[config.mk]
export PLATFORM = sky130hd
export DESIGN_NAME = dfa_state_minimizer
export DESIGN_NICKNAME = d
export VERILOG_FILES = /design/src/hw/rtl/dfam_pkg.sv /design/src/hw/rtl/dfa_state_minimizer.sv
export SDC_FILE = /design/constraint.sdc
export NUM_CORES = 1
export LEC_CHECK = 0
export BUFFER_PORTS_ARGS = -buffer_cell sky130_fd_sc_hd__buf_2
export CORE_MARGIN = 1.5
export CORE_UTILIZATION = 45
export DETAILED_ROUTE_END_ITERATION = 8
export GPL_ROUTABILITY_DRIVEN = 1
export PLACE_DENSITY = 0.64
export SLEW_MARGIN = 20
export SYNTH_ARGS = -nofsm -noshare
export SYNTH_HDL_FRONTEND = slang
export SYNTH_SLANG_ARGS = --single-unit
[constraint.sdc]
create_clock -name clock -period 3.1 [get_ports clock]
set_input_delay 0.465 -clock clock [delete_from_list [all_inputs] [get_ports clock]]
set_output_delay 0.465 -clock clock [all_outputs]
set_load 0.005 [all_outputs]
[src/hw/rtl/dfam_pkg.sv]
// ----------------------------------------------------------------------------
// DFA minimizer package
// Field widths and fixed constants shared by the minimizer RTL.
// ----------------------------------------------------------------------------
package dfam_pkg;

   // Width of a state index field on the request and response channels.
   localparam int FIELD_W = 4;

   // Width of the state count register and its reset value.
   localparam int COUNT_W = 5;
   localparam logic [COUNT_W-1:0] COUNT_RESET = 5'd16;

   // Number of states that a field of FIELD_W bits can name.
   localparam int FIELD_STATES = 16;

   typedef logic [FIELD_W-1:0] state_idx_type;
   typedef logic [COUNT_W-1:0] count_type;

endpackage

[src/hw/rtl/dfa_state_minimizer.sv]
// ----------------------------------------------------------------------------
// DFA state minimizer
// Loads a two-symbol DFA row by row and reduces it by Moore partition
// refinement, then reports the representative of every state.
//
// Usage: a row is transferred at a clock edge with start high and busy low.
// Rows without req_last_row are stored and busy stays low.
// A row with req_last_row is stored and starts minimization over the first
// N states (N is csr state count, clamped to 1..min(MAX_STATES,16)); busy
// stays high during the run and goes low as the last result appears.
// Phases, all inside one class memory with a single read port:
//   initial split       states split into accepting and rejecting classes
//   each round          signatures for every state, then the lowest-match
//                       search for each state
//   rounds              at most N+1, fewer when no class splits
//   output              one result per state
// Results come out in state order, each on the rsp_ ports for one cycle
// with rsp_valid high; the receiver cannot stall them.
// Reset clears the control logic and sets the state count to 16; the row
// memory is not cleared; the class memory needs none, as every run rewrites it.
// ----------------------------------------------------------------------------
module dfa_state_minimizer #(
   parameter int MAX_STATES = 16
) (
   input  logic                   clock,
   input  logic                   reset,
   input  logic                   start,
   output logic                   busy,
   input  dfam_pkg::state_idx_type req_row_state,
   input  dfam_pkg::state_idx_type req_next_on_a,
   input  dfam_pkg::state_idx_type req_next_on_b,
   input  logic                   req_accepting,
   input  logic                   req_last_row,
   output logic                   rsp_valid,
   output dfam_pkg::state_idx_type rsp_out_state,
   output dfam_pkg::state_idx_type rsp_representative,
   output logic                   rsp_last_result,
   input  logic                   csr_wr_en,
   input  dfam_pkg::count_type    csr_wr_data
);

   localparam int DEPTH = (MAX_STATES < dfam_pkg::FIELD_STATES) ?
                          MAX_STATES : dfam_pkg::FIELD_STATES;
   localparam int IDX_W = $clog2(DEPTH);
   localparam int CNT_W = IDX_W + 1;
   localparam int CW    = dfam_pkg::COUNT_W;

   typedef logic [IDX_W-1:0] idx_type;
   typedef logic [CNT_W-1:0] cnt_type;

   typedef struct packed {
      idx_type    own;
      logic       a_none;
      idx_type    a_cls;
      logic       b_none;
      idx_type    b_cls;
   } sig_type;

   typedef struct packed {
      dfam_pkg::state_idx_type succ_a;
      dfam_pkg::state_idx_type succ_b;
      logic                    final_flag;
   } row_type;

   typedef struct packed {
      logic [1:0][IDX_W-1:0] cls;
      sig_type               sig;
   } cls_entry_type;

   typedef enum logic [3:0] {
      ST_IDLE,
      ST_INIT_RD,
      ST_INIT_WR,
      ST_SIG_RD,
      ST_SIG_A,
      ST_SIG_B,
      ST_SIG_WR,
      ST_SCAN_RD,
      ST_SCAN_GET,
      ST_SCAN_CMP,
      ST_ROUND_END,
      ST_EMIT_RD,
      ST_EMIT_OUT
   } fsm_type;

   // Memories and their registered read data.
   row_type       row_mem [DEPTH];
   cls_entry_type cls_mem [DEPTH];
   row_type       row_q_ff;
   cls_entry_type cls_q_ff;

   logic          row_we;
   idx_type       row_waddr;
   row_type       row_wdata;
   idx_type       row_raddr;
   logic          cls_we;
   logic          cls_wbank;
   idx_type       cls_waddr;
   idx_type       cls_wdata;
   logic          sig_we;
   sig_type       sig_wdata;
   idx_type       cls_raddr;

   // Control and registered outputs.
   fsm_type       state_ff, state_in;
   dfam_pkg::count_type count_ff, count_in;
   cnt_type       n_ff, n_in;
   idx_type       i_ff, i_in;
   idx_type       j_ff, j_in;
   cnt_type       round_ff, round_in;
   logic          bank_ff, bank_in;
   logic          split_ff, split_in;
   logic          acc_seen_ff, acc_seen_in;
   idx_type       acc_first_ff, acc_first_in;
   logic          rej_seen_ff, rej_seen_in;
   idx_type       rej_first_ff, rej_first_in;
   idx_type       own_ff, own_in;
   logic          a_none_ff, a_none_in;
   idx_type       a_cls_ff, a_cls_in;
   dfam_pkg::state_idx_type succ_b_ff, succ_b_in;
   sig_type       sig_i_ff, sig_i_in;
   logic          rsp_valid_ff, rsp_valid_in;
   idx_type       rsp_state_ff, rsp_state_in;
   idx_type       rsp_rep_ff, rsp_rep_in;
   logic          rsp_last_ff, rsp_last_in;

   logic          accept;
   logic          i_is_last;
   logic          b_none;
   dfam_pkg::count_type clamped_count;

   assign accept    = start && (state_ff == ST_IDLE);
   assign i_is_last = ({1'b0, i_ff} == (n_ff - cnt_type'(1)));
   assign b_none    = !({1'b0, succ_b_ff} < CW'(n_ff));

   always_comb begin
      clamped_count = count_ff;
      if (count_ff == '0) begin
         clamped_count = CW'(1);
      end else if (count_ff > CW'(DEPTH)) begin
         clamped_count = CW'(DEPTH);
      end
   end

   always_ff @(posedge clock) begin
      if (row_we) begin
         row_mem[row_waddr] <= row_wdata;
      end
      row_q_ff <= row_mem[row_raddr];
   end

   always_ff @(posedge clock) begin
      if (cls_we) begin
         cls_mem[cls_waddr].cls[cls_wbank] <= cls_wdata;
      end
      if (sig_we) begin
         cls_mem[cls_waddr].sig <= sig_wdata;
      end
      cls_q_ff <= cls_mem[cls_raddr];
   end

   always_comb begin
      state_in     = state_ff;
      count_in     = count_ff;
      n_in         = n_ff;
      i_in         = i_ff;
      j_in         = j_ff;
      round_in     = round_ff;
      bank_in      = bank_ff;
      split_in     = split_ff;
      acc_seen_in  = acc_seen_ff;
      acc_first_in = acc_first_ff;
      rej_seen_in  = rej_seen_ff;
      rej_first_in = rej_first_ff;
      own_in       = own_ff;
      a_none_in    = a_none_ff;
      a_cls_in     = a_cls_ff;
      succ_b_in    = succ_b_ff;
      sig_i_in     = sig_i_ff;
      rsp_valid_in = 1'b0;
      rsp_state_in = rsp_state_ff;
      rsp_rep_in   = rsp_rep_ff;
      rsp_last_in  = rsp_last_ff;

      row_we    = 1'b0;
      row_waddr = req_row_state[IDX_W-1:0];
      row_wdata = '{succ_a: req_next_on_a, succ_b: req_next_on_b,
                    final_flag: req_accepting};
      row_raddr = i_ff;
      cls_we    = 1'b0;
      cls_wbank = bank_ff;
      cls_waddr = i_ff;
      cls_wdata = i_ff;
      sig_we    = 1'b0;
      sig_wdata = sig_i_ff;
      cls_raddr = i_ff;

      if (csr_wr_en) begin
         count_in = csr_wr_data;
      end

      unique case (state_ff)
         ST_IDLE: begin
            if (accept) begin
               row_we = ({1'b0, req_row_state} < CW'(DEPTH));
               if (req_last_row) begin
                  n_in        = cnt_type'(clamped_count);
                  i_in        = '0;
                  round_in    = '0;
                  bank_in     = 1'b0;
                  acc_seen_in = 1'b0;
                  rej_seen_in = 1'b0;
                  state_in    = ST_INIT_RD;
               end
            end
         end
         ST_INIT_RD: begin
            state_in = ST_INIT_WR;
         end
         ST_INIT_WR: begin
            // A class is named by its lowest state, so the first accepting
            // and first rejecting states seen name the two initial classes.
            cls_we = 1'b1;
            if (row_q_ff.final_flag) begin
               if (acc_seen_ff) begin
                  cls_wdata = acc_first_ff;
               end else begin
                  acc_seen_in  = 1'b1;
                  acc_first_in = i_ff;
               end
            end else begin
               if (rej_seen_ff) begin
                  cls_wdata = rej_first_ff;
               end else begin
                  rej_seen_in  = 1'b1;
                  rej_first_in = i_ff;
               end
            end
            if (i_is_last) begin
               i_in     = '0;
               state_in = ST_SIG_RD;
            end else begin
               i_in     = i_ff + idx_type'(1);
               state_in = ST_INIT_RD;
            end
         end
         ST_SIG_RD: begin
            state_in = ST_SIG_A;
         end
         ST_SIG_A: begin
            own_in    = cls_q_ff.cls[bank_ff];
            succ_b_in = row_q_ff.succ_b;
            a_none_in = !({1'b0, row_q_ff.succ_a} < CW'(n_ff));
            cls_raddr = row_q_ff.succ_a[IDX_W-1:0];
            state_in  = ST_SIG_B;
         end
         ST_SIG_B: begin
            a_cls_in  = a_none_ff ? '0 : cls_q_ff.cls[bank_ff];
            cls_raddr = succ_b_ff[IDX_W-1:0];
            state_in  = ST_SIG_WR;
         end
         ST_SIG_WR: begin
            sig_we    = 1'b1;
            sig_wdata = '{own: own_ff, a_none: a_none_ff, a_cls: a_cls_ff,
                          b_none: b_none,
                          b_cls: b_none ? '0 : cls_q_ff.cls[bank_ff]};
            if (i_is_last) begin
               i_in     = '0;
               split_in = 1'b0;
               state_in = ST_SCAN_RD;
            end else begin
               i_in     = i_ff + idx_type'(1);
               state_in = ST_SIG_RD;
            end
         end
         ST_SCAN_RD: begin
            state_in = ST_SCAN_GET;
         end
         ST_SCAN_GET: begin
            sig_i_in  = cls_q_ff.sig;
            j_in      = '0;
            cls_raddr = '0;
            state_in  = ST_SCAN_CMP;
         end
         ST_SCAN_CMP: begin
            // The read for the next candidate is issued while this one is
            // compared; the search always ends by j equal to i.
            cls_raddr = j_ff + idx_type'(1);
            j_in      = j_ff + idx_type'(1);
            if (cls_q_ff.sig == sig_i_ff) begin
               cls_we    = 1'b1;
               cls_wbank = !bank_ff;
               cls_wdata = j_ff;
               if (j_ff != sig_i_ff.own) begin
                  split_in = 1'b1;
               end
               if (i_is_last) begin
                  state_in = ST_ROUND_END;
               end else begin
                  i_in     = i_ff + idx_type'(1);
                  state_in = ST_SCAN_RD;
               end
            end
         end
         ST_ROUND_END: begin
            bank_in  = !bank_ff;
            round_in = round_ff + cnt_type'(1);
            i_in     = '0;
            if (!split_ff || (round_ff == n_ff)) begin
               state_in = ST_EMIT_RD;
            end else begin
               state_in = ST_SIG_RD;
            end
         end
         ST_EMIT_RD: begin
            state_in = ST_EMIT_OUT;
         end
         ST_EMIT_OUT: begin
            rsp_valid_in = 1'b1;
            rsp_state_in = i_ff;
            rsp_rep_in   = cls_q_ff.cls[bank_ff];
            rsp_last_in  = i_is_last;
            if (i_is_last) begin
               state_in = ST_IDLE;
            end else begin
               i_in     = i_ff + idx_type'(1);
               state_in = ST_EMIT_RD;
            end
         end
         default: begin
            state_in = ST_IDLE;
         end
      endcase
   end

   always_ff @(posedge clock) begin
      if (reset) begin
         state_ff     <= ST_IDLE;
         count_ff     <= dfam_pkg::COUNT_RESET;
         n_ff         <= cnt_type'(1);
         round_ff     <= '0;
         bank_ff      <= 1'b0;
         split_ff     <= 1'b0;
         acc_seen_ff  <= 1'b0;
         rej_seen_ff  <= 1'b0;
         rsp_valid_ff <= 1'b0;
      end else begin
         state_ff     <= state_in;
         count_ff     <= count_in;
         n_ff         <= n_in;
         round_ff     <= round_in;
         bank_ff      <= bank_in;
         split_ff     <= split_in;
         acc_seen_ff  <= acc_seen_in;
         rej_seen_ff  <= rej_seen_in;
         rsp_valid_ff <= rsp_valid_in;
      end
      i_ff         <= i_in;
      j_ff         <= j_in;
      acc_first_ff <= acc_first_in;
      rej_first_ff <= rej_first_in;
      own_ff       <= own_in;
      a_none_ff    <= a_none_in;
      a_cls_ff     <= a_cls_in;
      succ_b_ff    <= succ_b_in;
      sig_i_ff     <= sig_i_in;
      rsp_state_ff <= rsp_state_in;
      rsp_rep_ff   <= rsp_rep_in;
      rsp_last_ff  <= rsp_last_in;
   end

   assign busy               = (state_ff != ST_IDLE);
   assign rsp_valid          = rsp_valid_ff;
   assign rsp_out_state      = dfam_pkg::FIELD_W'(rsp_state_ff);
   assign rsp_representative = dfam_pkg::FIELD_W'(rsp_rep_ff);
   assign rsp_last_result    = rsp_last_ff;

   // A representative is the lowest state of its class.
   assert property (@(posedge clock) disable iff (reset)
      rsp_valid |-> (rsp_representative <= rsp_out_state))
      else $error("representative above its own state");

   // Only the final result may appear once the block has gone idle.
   assert property (@(posedge clock) disable iff (reset)
      (rsp_valid && !rsp_last_result) |-> busy)
      else $error("result outside a run");

   // A final row always starts a run.
   assert property (@(posedge clock) disable iff (reset)
      (start && !busy && req_last_row) |=> busy)
      else $error("final row did not start minimization");

   // The final result closes the run; no result follows it directly.
   assert property (@(posedge clock) disable iff (reset)
      (rsp_valid && rsp_last_result) |=> !rsp_valid)
      else $error("activity after final result");

endmodule
### Yosys cells after proc, flatten, opt, wreduce, memory -nomap -nowiden

Memory sizes are Yosys's and may differ from the RTL's. A register that Yosys moved wholly into a read port is not among the register bits.
Index checks and enable logic that the tools add are counted.

* add/sub/neg operators: 4
* magnitude comparators: 6
* eq/ne operators: 23
* muxes and demuxes: 58
* bitwise logic cells: 1
* reduce and logical (&&, ||, !) cells: 25

Operator list (number)
* 4-bit two-way mux: 19
* 4-bit case mux with 13 select lines: 1
* 4-bit == test, second input constant: 5
* 5-bit two-way mux: 4
* 4-bit case mux with 5 select lines: 1
* 1-bit two-way mux: 19
* 4-bit by 3-bit == test with 1-bit output, second input constant: 4
* 4-bit case mux with 2 select lines: 2
* 4-bit case mux with 4 select lines: 1
* 4-bit AND reduction: 4
* 14-bit == test: 1
* 14-bit two-way mux: 1
* 2-bit != test, second input constant: 7
* 4-bit by 5-bit less-than comparator with 1-bit output: 2
* 1-bit case mux with 2 select lines: 5
* 5-bit case mux with 2 select lines: 1
* 3-bit AND reduction: 3
* 4-bit by 1-bit adder with 4-bit output, second input constant: 2
* 4-bit by 2-bit == test with 1-bit output, second input constant: 2
* 8-bit two-way mux: 1
* 2-bit nonzero test: 4
* 5-bit by 1-bit adder with 5-bit output, second input constant: 1
* 4-bit by 5-bit == test with 1-bit output: 1
* 5-bit == test: 1
* 19 further kinds: 25

* flip-flop bits (word level): 76
* RAM bits: 496
* input bits: 23
* output and inout bits: 11
* memories kept: 2

Memory list
* cls_mem: depth 16, width 22, rd ports 1, clocked after memory_dff 1, write ports 1, RTL line dfa_state_minimizer.sv:88 `cls_entry_type cls_mem [DEPTH];`
* row_mem: depth 16, width 9, rd ports 1, clocked after memory_dff 1, write ports 1, RTL line dfa_state_minimizer.sv:87 `row_type row_mem [DEPTH];`

### Depth between registers and ports, before layout

Gate-level depths: netlist (run 1).

* depth in word-level cells: 8
* gate-level depth with buffers: 10
* gate-level depth less buffers: 8

### Worst setup path before layout (run 1)

No wires, ideal clock.

* kind: flip-flop to flip-flop
* start point: register j_ff[0]
* end point: register cls_q_ff[10] (netlist name)
* library setup time: 0.134 ns
* arrival: 2.436 ns
* path slack: 0.530 ns
* stages on the path, launching flop included: 10
* buffers on the path: 2
* clock period less this slack: 2.570 ns
* cell sequence: edfxtp_1 ha_1 a211oi_1 o21ai_1 nand2_2 buf_2 buf_2 mux2i_1 a211oi_1 or4_1

* word-level cells in the longest chain between the ends: 2

Ends and longest elaborated chain
* start, declared: RTL line dfa_state_minimizer.sv:109 `idx_type j_ff, j_in;`
* start signal, assigned: RTL line dfa_state_minimizer.sv:359 `j_ff <= j_in;`
* 4-bit by 1-bit adder with 4-bit output: RTL line dfa_state_minimizer.sv:288 `cls_raddr = j_ff + idx_type'(1);`
* 4-bit case mux with 4 select lines: RTL line dfa_state_minimizer.sv:202 `unique case (state_ff)`

No other way between the ends.
A chain may end at the register's enable or synchronous reset.

### Final worst setup path (run 1)

* start point: register state_ff[0]
* end point: register cls_q_ff[14] (netlist name)

* word-level cells in the longest chain between the ends: 2

Ends and longest elaborated chain
* start, declared: RTL line dfa_state_minimizer.sv:105 `fsm_type state_ff, state_in;`
* start signal, assigned: RTL line dfa_state_minimizer.sv:348 `state_ff <= state_in;`
* 4-bit == test / 4-bit by 3-bit == test with 1-bit output (equally long branches): RTL line dfa_state_minimizer.sv:202
* 4-bit case mux with 4 select lines (*): RTL line dfa_state_minimizer.sv:202

Mark *: on every way between the ends. The rest lies on a longest branch, timed or not.

==> results of run 1 <==
[critical path: stages (launching register included)]
cell and delay [ns]:
dfxtp_1 0.54, mux2i_1 0.23, a311oi_4 0.49, nand2_8 0.29, buf_12 0.29, a221oi_1 0.32, a211oi_1 0.10, or4_1 0.49
[report_power, final]
| part | leakage (uW) | internal [uW] | switching [uW] |
|---|---|---|---|
| clock network | 0.000997 | 4420 | 3110 |
| logic | 0.00333 | 1740 | 2580 |
| registers | 0.00540 | 9380 | 293 |
[cells in the mapped netlist, types with 4 or more instances]
master,instances,area share
a221oi_1,89,0.032
nand3_1,17,0.0035
buf_1,9,0.0014
nand2b_1,5,0.0013
a21o_1,5,0.0015
xor2_1,22,0.0079
a21oi_1,17,0.0035
o21ai_0,14,0.0029
nand4_1,6,0.0015
dfxtp_1,55,0.045
mux2i_1,101,0.041
or4_1,22,0.0068
and3_1,93,0.024
nor2_1,110,0.017
a211oi_1,91,0.028
inv_1,15,0.0023
nor2b_1,7,0.0018
buf_2,23,0.0047
xnor2_1,14,0.0050
nand2_1,82,0.013
a221o_1,4,0.0016
nor3_1,17,0.0035
and2_1,5,0.0013
clkbuf_1,72,0.011
edfxtp_1,548,0.67
mux2_2,6,0.0028
mux4_2,45,0.041
ha_1,13,0.0067
[logic make-up (layout without fill, tap and decap cells)]
kind of cell	Yosys count	in the layout	synth area share
flops	603	603	0.718
simple gates	378	378	0.0770
compound gates	245	245	0.0783
mux	152	152	0.0856
buf+inv	125	256	0.0216
xor+xnor	36	36	0.0129
fa+ha+maj	13	13	0.00665
[state kept, by name (all words and copies together) (netlist names), 4 cells and up]
register,flops
a_cls_ff,4
acc_first_ff,4
cls_mem,352
cls_q_ff,22
cls_waddr,4
count_ff,5
j_ff,4
n_ff,5
own_ff,4
rej_first_ff,4
round_ff,5
row_mem,144
row_q_ff,9
rsp_out_state,4
rsp_representative,4
sig_i_ff,14
state_ff,4
succ_b_ff,4
[how the worst max path moves through the flow]
stage / to / slack, ns / cells past startpoint
global route: cls_q_ff[17] / 0.03 / 7
floorplan: cls_q_ff[10] / 0.53 / 9
global placement: cls_q_ff[19] / 0.20 / 6
detailed placement: cls_q_ff[14] / 0.20 / 7
finish: cls_q_ff[14] / 0.14 / 7
CTS: cls_q_ff[14] / 0.17 / 7
[stage by stage]
stage | setup WS, ns | cell area [um^2] | total power [uW]
finish | 0.135 | 28100 | 21500
global route | 0.0296 | 28100 | 22300
detailed placement | 0.198 | 26000 | 14200
CTS | 0.168 | 28100 | 21700
floorplan | 0.530 | 24500 | 12600
global placement | 0.196 | 26000 | 14100
[area by class of cell]
class	count	area [um^2]	area share
timing repair buffer	125	1030	0.0367
inverter	16	60.1	0.00214
tap	696	871	0.0310
multi-input combinational	824	6460	0.230
clock inverter	42	490	0.0175
clock buffer	73	1590	0.0567
sequential	603	17600	0.626
[metal layers]
layer  wire, um  vias up
li1           -     6334
met1      23700     7135
met2      29200      494
met3       3420      100
met4       1260        0
met5          0        -
==> results by group, run 1 <==
Run status
  – Outcome: finished clean

STA
  – Count of final max-slew check failures: 0
  – Final TNS setup: 0 ns
  – RSZ-0062 raised after global routing: no
  – Hold Violations, Final: 0
  – Final setup fails: 0
  – Highest clock rate: between 300 and 400 MHz
  – Post-route minimum period: 2.96 ns
  – WHS: 0.0652 ns
  – Clock skew: 0.0365 ns
  – Period utilization: 0.956
  – Worst Max-Slew Pin Slew: ~0.93 ns
  – Relative slew margins: 0.373

Die
  – IO Count: 34
  – Die Ht: 236 um
  – Die width: between 200 and 250 um
  – Row count: 85
  – Initial core utilization: 0.454
  – CORE AREA: 53800 um^2
  – Full die area: ~56000 um^2

Drt
  – Drt first pass iters: 5
  – Post-route ant nets: 0
  – Total number of vias: ~14k
  – Average via count per standard cell: just under 6
  – WL/cell: 24.2 um
  – 1st-iter DRT viols: between 1k and 1.5k
  – WL final: 57600 um
  – DRC viols: 0

Power
  – VDD IR max: 0.000510 V
  – Power density cells: roughly 770 nW/um^2
  – Leakage: between 0.009 and 0.01 uW

Final layout
  – Final design utilization: 0.521
  – Most common cell after layout, fill and taps aside: edfxtp_1
  – Area Overhead vs Synth: 14.7%
  – Layout fillers: 4311
  – Antenna diode count: 0
  – Fraction of final layout cells sized beyond drive strength 1: 0.175
  – Layout Cells excl Fill: between 2k and 2.5k
  – # nets final: between 1.5k and 2k
  – Commonest non-fill, non-tap cells in the layout: edfxtp_1, mux2i_1, nor2_1

Setup path
  – Reg-to-reg startpoint: state_ff[0]
  – Reg2reg path depth: 7
  – Crit start category: flip-flop
  – CP Class: reg -> reg
  – WP data required: roughly 3.6 ns
  – CP endpoint kind: flip-flop
  – Data arrival, critical path: 3.44 ns
  – Reg-to-reg endpoint: cls_q_ff[14]
  – Worst reg-to-reg setup slack: ~0.14 ns
  – Maximum net fanout on the critical path: 37
  – Critical path startpoint: state_ff[0]

GRT
  – Initial antenna violation count: 0
  – Met1 usage: 0.270
  – Global route total overflow: 0
  – Tot GR Track Use: 0.207
  – Vias in the first global route: 14.2k
  – Gr busiest metal: met2
  – Met3 GRT Util: 0.0325
  – GRT met2 Usage: 0.356
  – Largest net degree at the start of global routing: 89
  – First-pass GRT wire length: 87000 um

Job
  – Max-cap violations: 0

Placement
  – Dpl hpwl: 34700 um
  – Placed insts: ~2.3k
  – GPL Wtd Cong: roughly 0.83
  – Port Buffer Count: 33

Clocking
  – Clock sinks: 603
  – CTS Buf Count: a little over 60
  – Clk slew on worst S/H paths: ~0.06 ns
  – Clock Latency Late Sink: approximately 0.64 ns
  – CTS resizes: 0
  – Post-CTS Hold Buffers: 0
  – Clock buffer depth: 3
  – CTS root buffer: clkbuf_16
  – H-tree levels: 2
  – Post-CTS Setup Bufs: 0
  – CTS tree: done

Synth
  – Async SR Flop Fraction: 0
  – Syn Std Cell Area: around 24000 um^2
  – Synth Warn #: 0
  – Syn_nets: about 1.6k
  – Mapped Cells: roughly 1.6k
  – Netlist cell types: 56
  – Count of flip-flops with a built-in enable after synthesis: around 550
  – Synth Register Bits: approximately 600
  – Top_reg_cell synth: edfxtp_1
  – Sequential area share after synthesis: 0.718
  – Synth Area per Inst: around 16 um^2

Min path
  – Hold Path Stages: 3
  – HP Start: csr_wr_data[0]
  – Worst hold endpoint: count_ff[0]
  – Worst hold-check path type: in -> reg
Note: power is estimated with default switching activity, not from simulation.
==> inputs of run 2 (changes only) <==
--- a/config.mk
+++ b/config.mk
@@ -5,6 +5,7 @@
 export SDC_FILE = /design/constraint.sdc
 export NUM_CORES = 1
 export LEC_CHECK = 0
+export ABC_AREA = 1
 export BUFFER_PORTS_ARGS = -buffer_cell sky130_fd_sc_hd__buf_2
 export CORE_MARGIN = 1.5
 export CORE_UTILIZATION = 45
==> run 2 against run 1 <==
Clock skew shrank 0.016 ns. Register-to-register slack improved by 0.38 ns. Combinational power down 66%. Sequential share of layout area down 2.6 points. Die area grew 5.7%. Flip-flop and latch count unchanged. Via count grew 24%. Synthesized area grew 5.7%. Largest cell class unchanged. Highest routed layer unchanged.
==> results by group, run 2 <==
Run status
  – Outcome: finished clean

Power
  – VDD IR max: 0.000493 V (-3.3%)
  – Switching share of power: 0.233 (-0.0445)
  – Internal power: 14000 uW (-9.7%)
  – Power density cells: 626 nW/um^2 (-18%)
  – Leakage: 0.0115 uW (+18%)
  – P_sw: 4270 uW (-29%)
  – Comb pwr share: 0.081 (-0.120)
  – Clock power share: 0.423 (+0.073)
  – Total Power: 18300 uW (-15%)
  – Seq pwr share: 0.497 (+0.048)

Clocking
  – CTS root buffer: clkbuf_16
  – CTS tree: done
  – Clock buffer depth: 3 (unchanged)
  – CTS resizes: 0 (unchanged)
  – CTS Buf Count: 66 (+8.2%)
  – Post-CTS Setup Bufs: 0 (unchanged)
  – Clock Latency Late Sink: 0.60 ns (-0.04 ns)
  – Clk slew on worst S/H paths: 0.06 ns (about the same)
  – Post-CTS Hold Buffers: 0 (unchanged)
  – Clock sinks: 603 (unchanged)
  – H-tree levels: 3 (+1)

Final layout
  – Fraction of final layout cells sized beyond drive strength 1: 0.0944 (-0.0809)
  – Biggest regs: cls_mem x352, row_mem x144, cls_q_ff x22
  – Most common cell after layout, fill and taps aside: edfxtp_1
  – Area Overhead vs Synth: 13.2%
  – Commonest non-fill, non-tap cells in the layout: edfxtp_1, nand3_1, nand2_1
  – Antenna diode count: 0 (unchanged)
  – Largest register FFs: 352 (unchanged)
  – Layout fillers: 4913 (+14%)
  – # nets final: 2477 (+49%)
  – Largest register by flop count: cls_mem

Setup path
  – Buf+Inv Stages, Crit Path: 3 (+2)
  – Most frequent CP cell: nand3_1
  – Data arrival, critical path: 3.07 ns (-0.37 ns)
  – Maximum net fanout on the critical path: 52 (+41%)
  – WP data required: 3.58 ns (about the same)
  – CP Class: reg -> reg
  – CP max stage delay: 0.50 ns (-0.04 ns)
  – Slowest library cell on the worst path: buf_4
  – CP endpoint kind: flip-flop
  – Top delay family on crit path: simple AND/OR/NAND/NOR gates
  – Crit start category: flip-flop
  – Critical path cell sequence: inv_2 -> nand3_1 -> nand2_2 -> inv_2 -> nand2_8 -> o21ai_4 -> buf_4 -> nand2_1 -> nand3_1 -> nand3_1 -> nand3_1 -> nand2_1

STA
  – Relative slew margins: 0.413 (+0.0400)
  – Hold Violations, Final: 0 (unchanged)
  – Count of final max-slew check failures: 0 (unchanged)
  – Post-route minimum period: 2.59 ns (-0.375 ns)
  – Final TNS setup: 0 ns (unchanged)
  – Highest clock rate: 386 MHz (+14%)
  – Final setup fails: 0 (unchanged)
  – Period utilization: 0.835 (-0.121)
  – RSZ-0062 raised after global routing: no
  – Worst Max-Slew Pin Slew: 0.881 ns (-0.0529 ns)
  – Clock skew: 0.0209 ns (-0.0156 ns)

Drt
  – Drt first pass iters: 6 (+1)
  – 1st-iter DRT viols: 1560 (+17%)
  – Total number of vias: 17.4k (+24%)
  – WL/cell: 19.5 um (-19%)
  – Post-route ant nets: 0 (unchanged)
  – Average via count per standard cell: 5.36 (-9.3%)
  – WL final: 63400 um (+10%)
  – DRC viols: 0 (unchanged)

Synth
  – Sequential area share after synthesis: 0.679 (-0.0389)
  – Ranking of synthesized cells by area: edfxtp_1, nand3_1, nand2_1, inv_1, dfxtp_1
  – Count of flip-flops with a built-in enable after synthesis: 548 (unchanged)
  – Cell taking the most area after synthesis: edfxtp_1
  – Mapped Cells: 2388 (+54%)
  – Netlist cell types: 35 (-38%)
  – Area share of the largest cell type after synthesis: 0.636 (-0.0365)
  – Top-count cell post-synth: edfxtp_1
  – Synth Register Bits: 603 (unchanged)
  – Top_reg_cell synth: edfxtp_1
  – Async SR Flop Fraction: 0 (unchanged)
  – Syn_nets: 2424 (+53%)
  – Synth Warn #: 0 (unchanged)
  – Synth Area per Inst: 10.8 um^2 (-31%)
  – Syn Std Cell Area: 25900 um^2 (+5.7%)
  – Most frequent cells after synthesis: edfxtp_1, nand3_1, nand2_1

GRT
  – Global route total overflow: 0 (unchanged)
  – Largest net degree at the start of global routing: 95 (+6.7%)
  – Tot GR Track Use: 0.217 (+0.0104)
  – Initial antenna violation count: 0 (unchanged)
  – First-pass GRT wire length: 98700 um (+14%)
  – Vias in the first global route: 17.2k (+21%)

Job
  – Max-cap violations: 0 (unchanged)

Placement
  – GPL Wtd Cong: 0.881 (+5.9%)
  – Dpl hpwl: 38000 um (+9.5%)
  – Port Buffer Count: 33 (unchanged)

Die
  – IO Count: 34 (unchanged)
  – Die Ht: 243 um (+2.8%)
  – CORE AREA: 56600 um^2 (+5.2%)
  – Full die area: 58900 um^2 (+5.7%)
  – Initial core utilization: 0.457 (+0.00236)
  – Die width: 243 um (+2.8%)
  – Row count: 87 (+2.4%)

Min path
  – Worst hold-check path type: in -> reg
-- run 2: changes by cell type after synthesis, moves of 89 or more --
cell	change
nand3_1	+402
a221oi_1	-89
and3_1	-92
a211oi_1	-90
o21ai_0	+89
inv_1	+318
mux2i_1	-101
nand2_1	+291
-- run 2: power by group through the flow --
stage | registers, uW | clock network, uW | logic [uW]
after floorplan | 9220 | 0 | 975
after global placement | 9270 | 0 | 1450
after detailed placement | 9270 | 0 | 1470
after CTS | 9100 | 7860 | 1480
after global routing | 9100 | 8170 | 1640
final | 9100 | 7740 | 1480
-- run 2: area by class of cell --
class	count	area, um^2	area share
tap	756	946	0.0323
timing repair buffer	109	836	0.0286
sequential	603	17600	0.600
clock inverter	29	299	0.0102
clock buffer	87	1810	0.0619
multi-input combinational	1319	6540	0.223
inverter	342	1280	0.0439
-- run 2: tightest hold or removal path: cells and delay by family --
kind,cells,cell delay (ns)
buffers and inverters,1,0.08
AND/OR/NAND/NOR,2,0.11
-- run 2: metal layers --
metal / wire length, um / up-vias / global-route usage
met1: 26800 / 8399 / 0.287
met2: 30500 / 622 / 0.357
met3: 3930 / 149 / 0.0394
met5: 0 / - / 0
li1: - / 8237 / -
met4: 2130 / 0 / 0.0817
-- run 2: stage by stage --
stage / std cells / utilization / hold WS (ns) / setup slack [ns] / instance area [um^2]
floorplan: 2388 / - / 0.386 / 0.570 / 25900
global placement: 3129 / 0.480 / 0.392 / 0.553 / 27200
detailed placement: 3129 / 0.480 / 0.389 / 0.505 / 27200
CTS: 3245 / 0.517 / 0.0798 / 0.463 / 29300
global route: 3245 / 0.517 / 0.0964 / 0.232 / 29300
finish: 3245 / 0.517 / 0.0995 / 0.511 / 29300
-- run 2: cell families after synthesis --
kind of cell,share of synthesized area
AND/OR/NAND/NOR,0.195
adder cells (fa/ha/maj),0.00629
AO/OA/AOI/OAI,0.0392
flip-flops,0.679
XOR/XNOR,0.00949
buffers and inverters,0.0710
-- run 2: worst paths after layout --
kind | end | start | slack [ns] | cells after the start
setup / recovery | cls_q_ff[17] | state_ff[1] | 0.51 | 12
hold reg to reg | succ_b_ff[2] | row_q_ff[3] | 0.41 | 0
hold / removal | count_ff[4] | csr_wr_data[4] | 0.1 | 3
setup reg to reg | cls_q_ff[17] | state_ff[1] | 0.51 | 12
